`config.mk`:
```
export PLATFORM = sky130hd
export DESIGN_NAME = rgbcct_div_chain
export DESIGN_NICKNAME = d
export VERILOG_FILES = /design/src/hw/rtl/rgbcct_div_cell.sv /design/src/hw/rtl/rgbcct_div_chain.sv
export SDC_FILE = /design/constraint.sdc
export NUM_CORES = 2
export LEC_CHECK = 0
export BUFFER_PORTS_ARGS = -buffer_cell sky130_fd_sc_hd__buf_2
export CAP_MARGIN = 10
export CORE_MARGIN = 10
export CORE_UTILIZATION = 50
export CTS_CLUSTER_DIAMETER = 30
export DETAILED_ROUTE_END_ITERATION = 10
export GPL_ROUTABILITY_DRIVEN = 1
export HOLD_SLACK_MARGIN = 0.06
export PLACE_DENSITY = 0.65
export SKIP_CTS_REPAIR_TIMING = 1
export SYNTH_ARGS = -nofsm -noshare
export SYNTH_HDL_FRONTEND = slang
export SYNTH_SLANG_ARGS = --single-unit
```
`constraint.sdc`:
```
create_clock -name clk -period 4.39 [get_ports clk]
set_input_delay 0.2195 -clock clk [delete_from_list [all_inputs] [get_ports clk]]
set_output_delay 0.2195 -clock clk [all_outputs]
set_load 0.02 [all_outputs]
```
`src/hw/rtl/rgbcct_div_cell.sv`:
```
// ============================================================================
// rgbcct_div_cell: one restoring division step
// Shifts one dividend bit into each lane's partial remainder, subtracts the
// shared divisor when it fits, and hands the quotient bit on in the
// accumulator together with the sideband data.
// ============================================================================
module rgbcct_div_cell #(
    parameter int DW = 32,
    parameter int AW = 32,
    parameter int LN = 1,
    parameter int SW = 1
) (
    input  logic                       clk,
    input  logic                       rst_n,
    input  logic                       vld_in,
    input  logic [DW-1:0]              div_in,
    input  logic [LN-1:0][DW-1:0]      rem_in,
    input  logic [LN-1:0][AW-1:0]      acc_in,
    input  logic [SW-1:0]              side_in,
    output logic                       vld_out,
    output logic [DW-1:0]              div_out,
    output logic [LN-1:0][DW-1:0]      rem_out,
    output logic [LN-1:0][AW-1:0]      acc_out,
    output logic [SW-1:0]              side_out
);

    logic                  vld_reg;
    logic [DW-1:0]         div_reg;
    logic [LN-1:0][DW-1:0] rem_reg;
    logic [LN-1:0][DW-1:0] rem_next;
    logic [LN-1:0][AW-1:0] acc_reg;
    logic [LN-1:0][AW-1:0] acc_next;
    logic [SW-1:0]         side_reg;
    logic [LN-1:0][DW:0]   trial;
    logic [LN-1:0][DW:0]   diff;

    always_comb
    begin
        for (int l = 0; l < LN; l++)
        begin
            trial[l] = {rem_in[l], acc_in[l][AW-1]};
            diff[l]  = trial[l] - {1'b0, div_in};
            // No borrow out of the top bit means the divisor fit.
            if (!diff[l][DW])
            begin
                rem_next[l] = diff[l][DW-1:0];
            end
            else
            begin
                rem_next[l] = trial[l][DW-1:0];
            end
            acc_next[l] = {acc_in[l][AW-2:0], ~diff[l][DW]};
        end
    end

    always_ff @(posedge clk or negedge rst_n)
    begin
        if (!rst_n)
        begin
            vld_reg <= 1'b0;
        end
        else
        begin
            vld_reg <= vld_in;
        end
    end

    always_ff @(posedge clk)
    begin
        div_reg  <= div_in;
        rem_reg  <= rem_next;
        acc_reg  <= acc_next;
        side_reg <= side_in;
    end

    assign vld_out  = vld_reg;
    assign div_out  = div_reg;
    assign rem_out  = rem_reg;
    assign acc_out  = acc_reg;
    assign side_out = side_reg;

endmodule

```
`src/hw/rtl/rgbcct_div_chain.sv`:
```
// ============================================================================
// rgbcct_div_chain: row of division cells
// One cell per quotient bit. A new division enters every cycle; the quotient
// leaves in the accumulator of the last cell.
// ============================================================================
module rgbcct_div_chain #(
    parameter int DW = 32,
    parameter int AW = 32,
    parameter int LN = 1,
    parameter int SW = 1
) (
    input  logic                  clk,
    input  logic                  rst_n,
    input  logic                  vld_in,
    input  logic [DW-1:0]         div_in,
    input  logic [LN-1:0][DW-1:0] rem_in,
    input  logic [LN-1:0][AW-1:0] acc_in,
    input  logic [SW-1:0]         side_in,
    output logic                  vld_out,
    output logic [LN-1:0][AW-1:0] quo_out,
    output logic [SW-1:0]         side_out
);

    logic                  vld  [AW+1];
    logic [DW-1:0]         dv   [AW+1];
    logic [LN-1:0][DW-1:0] rem  [AW+1];
    logic [LN-1:0][AW-1:0] acc  [AW+1];
    logic [SW-1:0]         side [AW+1];

    assign vld[0]  = vld_in;
    assign dv[0]   = div_in;
    assign rem[0]  = rem_in;
    assign acc[0]  = acc_in;
    assign side[0] = side_in;

    for (genvar k = 0; k < AW; k++)
    begin : g_cell
        rgbcct_div_cell #(
            .DW(DW),
            .AW(AW),
            .LN(LN),
            .SW(SW)
        ) u_cell (
            .clk      (clk),
            .rst_n    (rst_n),
            .vld_in   (vld[k]),
            .div_in   (dv[k]),
            .rem_in   (rem[k]),
            .acc_in   (acc[k]),
            .side_in  (side[k]),
            .vld_out  (vld[k+1]),
            .div_out  (dv[k+1]),
            .rem_out  (rem[k+1]),
            .acc_out  (acc[k+1]),
            .side_out (side[k+1])
        );
    end

    assign vld_out  = vld[AW];
    assign quo_out  = acc[AW];
    assign side_out = side[AW];

endmodule

```
==> metrics list <==
- Once detail routing completed, the nets flagged for antenna violations numbered 0.
* Port Buffer Count: 133
* WL/cell: 16.9 um
* Max IR drop VDD: 1.05 mV
- Number of different library cells in the post-synthesis netlist: 99
* Leak Pwr: 71.1 nW
* DIE HEIGHT: 524 um
* Cell with the most instances after synthesis: dfxtp_1
- The critical path is of the reg2reg type.
* Remaining DRCs: 0
- For this run, the share of the core covered by cells in the final layout is 0.612.
* Number of placed I/O pins: 134
- Sinks on the clock net: 3072
- The clock passes through at most 4 buffers.
- Final worst hold slack: 0.123 ns
- Via density per instance: 5.27
- TritonCTS created 561 clock buffers.
* Uppermost metal layer occupied by signal nets: met4
- TritonCTS built the clock tree.
* CTS Root Buffer Type: clkbuf_16
* Max-slew violation total from the final report: 0
- Initial cell density of the core: 0.504
- The number of global-route vias before repair came to 88833.
- Wire length of the first global-routing pass: 453000 um
* Number of hold-slack violations in the final timing report: 0
- Summing all non-filler instances in the final layout gives an area of 0.154 mm^2.
- The worst setup path is captured at a flip-flop.
* Outcome: completed
- Crit path max-delay family: compound AO/OA/AOI/OAI gates
- After synthesis the cells add up to 0.127 mm^2.
- Counting instances in the post-synthesis netlist gives the leading cell types as 3040 x dfxtp_1, 1285 x inv_1, 1023 x ha_1.
* Worst setup skew after layout: 0.0603 ns
- Traced cell by cell, the critical path runs through ha_1, fa_1, nor2b_1, o21a_1, o21ai_0, a211oi_1, a211o_1, o221ai_1, o31a_1, a22o_1, mux2i_1, nor2_1, inv_1, buf_12, mux2_2.
- Of the cells placed in the final design, the portion with a size suffix greater than 1 is 0.159.
* Mapped Avg Cell Area: 10.4 um^2
- Type of element launching the critical path: flip-flop
- Met2 wire length: 142000 um
- The floorplan step set the die width to 524 um.
- For this run, asynchronously set or reset flops after synthesis account for 0.0104.
- Clock-pin slew was measured on the worst setup and hold paths at 0.05 ns.
* Normalized max-slew margin: 0.436
- Max-capacitance violation count: 0
* Number of design-rule violations left by the first detailed-router iteration: 5028
* Critical Path Max Stage Delay: 0.52 ns
- Compared with the post-synthesis result, the final layout area differs by 21.5%.
- Post-synth EDFFs: 0
- Global-route usage over all layers: 0.198
- Pin count of the biggest net entering global routing: 63
* Arrival @ worst endpoint: 5.03 ns
* Instance count of the mapped netlist: 12241
* Most used flip-flop cell after synthesis: dfxtp_1
- Clk Latency, worst-skew pair: 1.00 ns
* Count of filler cells inserted in the layout: 20380
- The Yosys step of the flow raised 0 warnings.
- Detailed Routing Iterations Pass 1: 8
- After detailed routing, the total wire length is 284000 um.
* Highest achievable clock rate: 240 MHz
* Area fraction of the dominant cell type after synthesis: 0.479
- The biggest area contributor in the post-synthesis netlist is dfxtp_1.
* Slew at the pin closest to its max-slew limit: 0.835 ns
* Synthesized net count: 13395
* Register cell area after layout: 0.0617 mm^2
- Routed vias: 88563
* Row Count: 184
* PD cells: 968 mW/mm^2
* HPWL after detailed placement: 213000 um
- Initial antenna violation count: 5
* Max H-tree Level: 6
* Setup-failing EPs final: 0
- Full die area: 0.274 mm^2
- Min Clock Period, post-route: 4.17 ns
- Biggest area contributors in the synthesized netlist: dfxtp_1 48%, ha_1 10%, mux2_2 7.4%, inv_1 3.8%, xnor2_1 3.7%
* Critical path data required time: 5.24 ns
- Standard cell with the maximum stage delay on the critical path: a211oi_1
- Class of the worst hold path: in2reg
- The number of buffers and inverters on the critical path is 2.
- Summing all multi-input logic gate instances after layout gives 0.0597 mm^2.
- Number of flip-flops and latches in the synthesized netlist: 3072
- Global routing finished with a remaining overflow of 0.
- Number of nets in the layout: 14148
- Post-synthesis sequential area ratio: 0.486
* Met1 WL: 118000 um
* Post-detailed-placement cell area: 0.132 mm^2
- Core box area: 0.252 mm^2
- Routability-driven placement finished with a final weighted congestion of 0.913.
* Crit share post-route: 0.951
* Length of routed met3 wiring: 11300 um
- Along the worst path, the maximum fanout reaches 30.
[stage by stage]
stage	total power [mW]	setup TNS, ns	setup slack, ns	std cells
after global routing	159	-0.612	-0.0343	16813
after global placement	103	0	0.0369	15553
after CTS	150	-0.776	-0.0464	16586
after floorplan	89.7	0	0.731	12241
final	149	0	0.215	16815
after detailed placement	105	-0.0132	-0.00640	15553
[cell usage in the layout, fill, tap and decap left out, drive strengths merged, types with 442 or more instances in the layout]
| cell | count |
|---|---|
| clkbuf | 683 |
| ha | 1023 |
| xnor2 | 532 |
| nor2 | 525 |
| nand2 | 472 |
| a21oi | 826 |
| o21ai | 561 |
| inv | 1382 |
| a21o | 442 |
| dfxtp | 3040 |
| mux2 | 857 |
[registers in the layout (all words and copies together) (netlist names)]
signal,count
g_cell.u_cell.acc_out,1024
g_cell.u_cell.div_out,992
g_cell.u_cell.rem_out,992
g_cell.u_cell.side_out,32
g_cell.u_cell.vld_out,32
[report_power, final]
group | internal [mW] | switching [mW]
clock network | 29.2 | 15.1
logic | 31.4 | 31.8
registers | 37.0 | 4.83
total | 97.7 | 51.7
[cells by family (layout without fill, tap and decap cells)]
kind of cell / Yosys count / after routing / synth area share
flops: 3072 / 3072 / 0.486
mux: 953 / 953 / 0.0843
other cells: 0 / 3 / 0
fa+ha+maj: 1054 / 1054 / 0.106
xor+xnor: 813 / 813 / 0.0564
simple gates: 2065 / 2065 / 0.0811
buf+inv: 1523 / 2746 / 0.0472
compound gates: 2761 / 2761 / 0.140
[worst reg2reg max path, cell delays in order, from the launching register on]
cell and delay (ns):
dfxtp_1 0.32, ha_1 0.23, fa_1 0.42, nor2b_1 0.13
o21a_1 0.14, o21ai_0 0.15, a211oi_1 0.52, a211o_1 0.29
o221ai_1 0.25, o31a_1 0.37, a22o_1 0.28, mux2i_1 0.15
nor2_1 0.08, inv_1 0.12, buf_12 0.21, mux2_2 0.38
[area by class of cell]
class / instances / share of cell area
diodes: 3 / 0.0000487
clock buffers: 683 / 0.0991
clock inverters: 350 / 0.0310
inverters: 1285 / 0.0313
multi-input cells: 7646 / 0.387
flip-flops and latches: 3072 / 0.400
well taps: 3348 / 0.0272
repair buffers: 428 / 0.0248
[final timing paths]
| check | startpoint | end | slack, ns | cells past startpoint |
|---|---|---|---|---|
| min in group asynchronous | rst_n | g_cell[31].u_cell.vld_out | 0.31 | 4 |
| worst max-delay path | g_cell[23].u_cell.div_out[0] | g_cell[24].u_cell.rem_out[8] | 0.22 | 15 |
| worst min register to register | g_cell[20].u_cell.acc_out[22] | g_cell[21].u_cell.acc_out[23] | 0.29 | 0 |
| worst max register to register | g_cell[23].u_cell.div_out[0] | g_cell[24].u_cell.rem_out[8] | 0.22 | 15 |
| worst min-delay path | div_in[0] | g_cell[0].u_cell.rem_out[0] | 0.12 | 4 |
| max in group asynchronous | rst_n | g_cell[22].u_cell.vld_out | 3.89 | 4 |
[routing by layer]
layer,global-route usage,vias up
li1,-,44263
met1,0.228,41370
met2,0.358,2136
met3,0.0319,794
met4,0.0919,0
met5,0,-
Power figures use the tool's default switching activity.
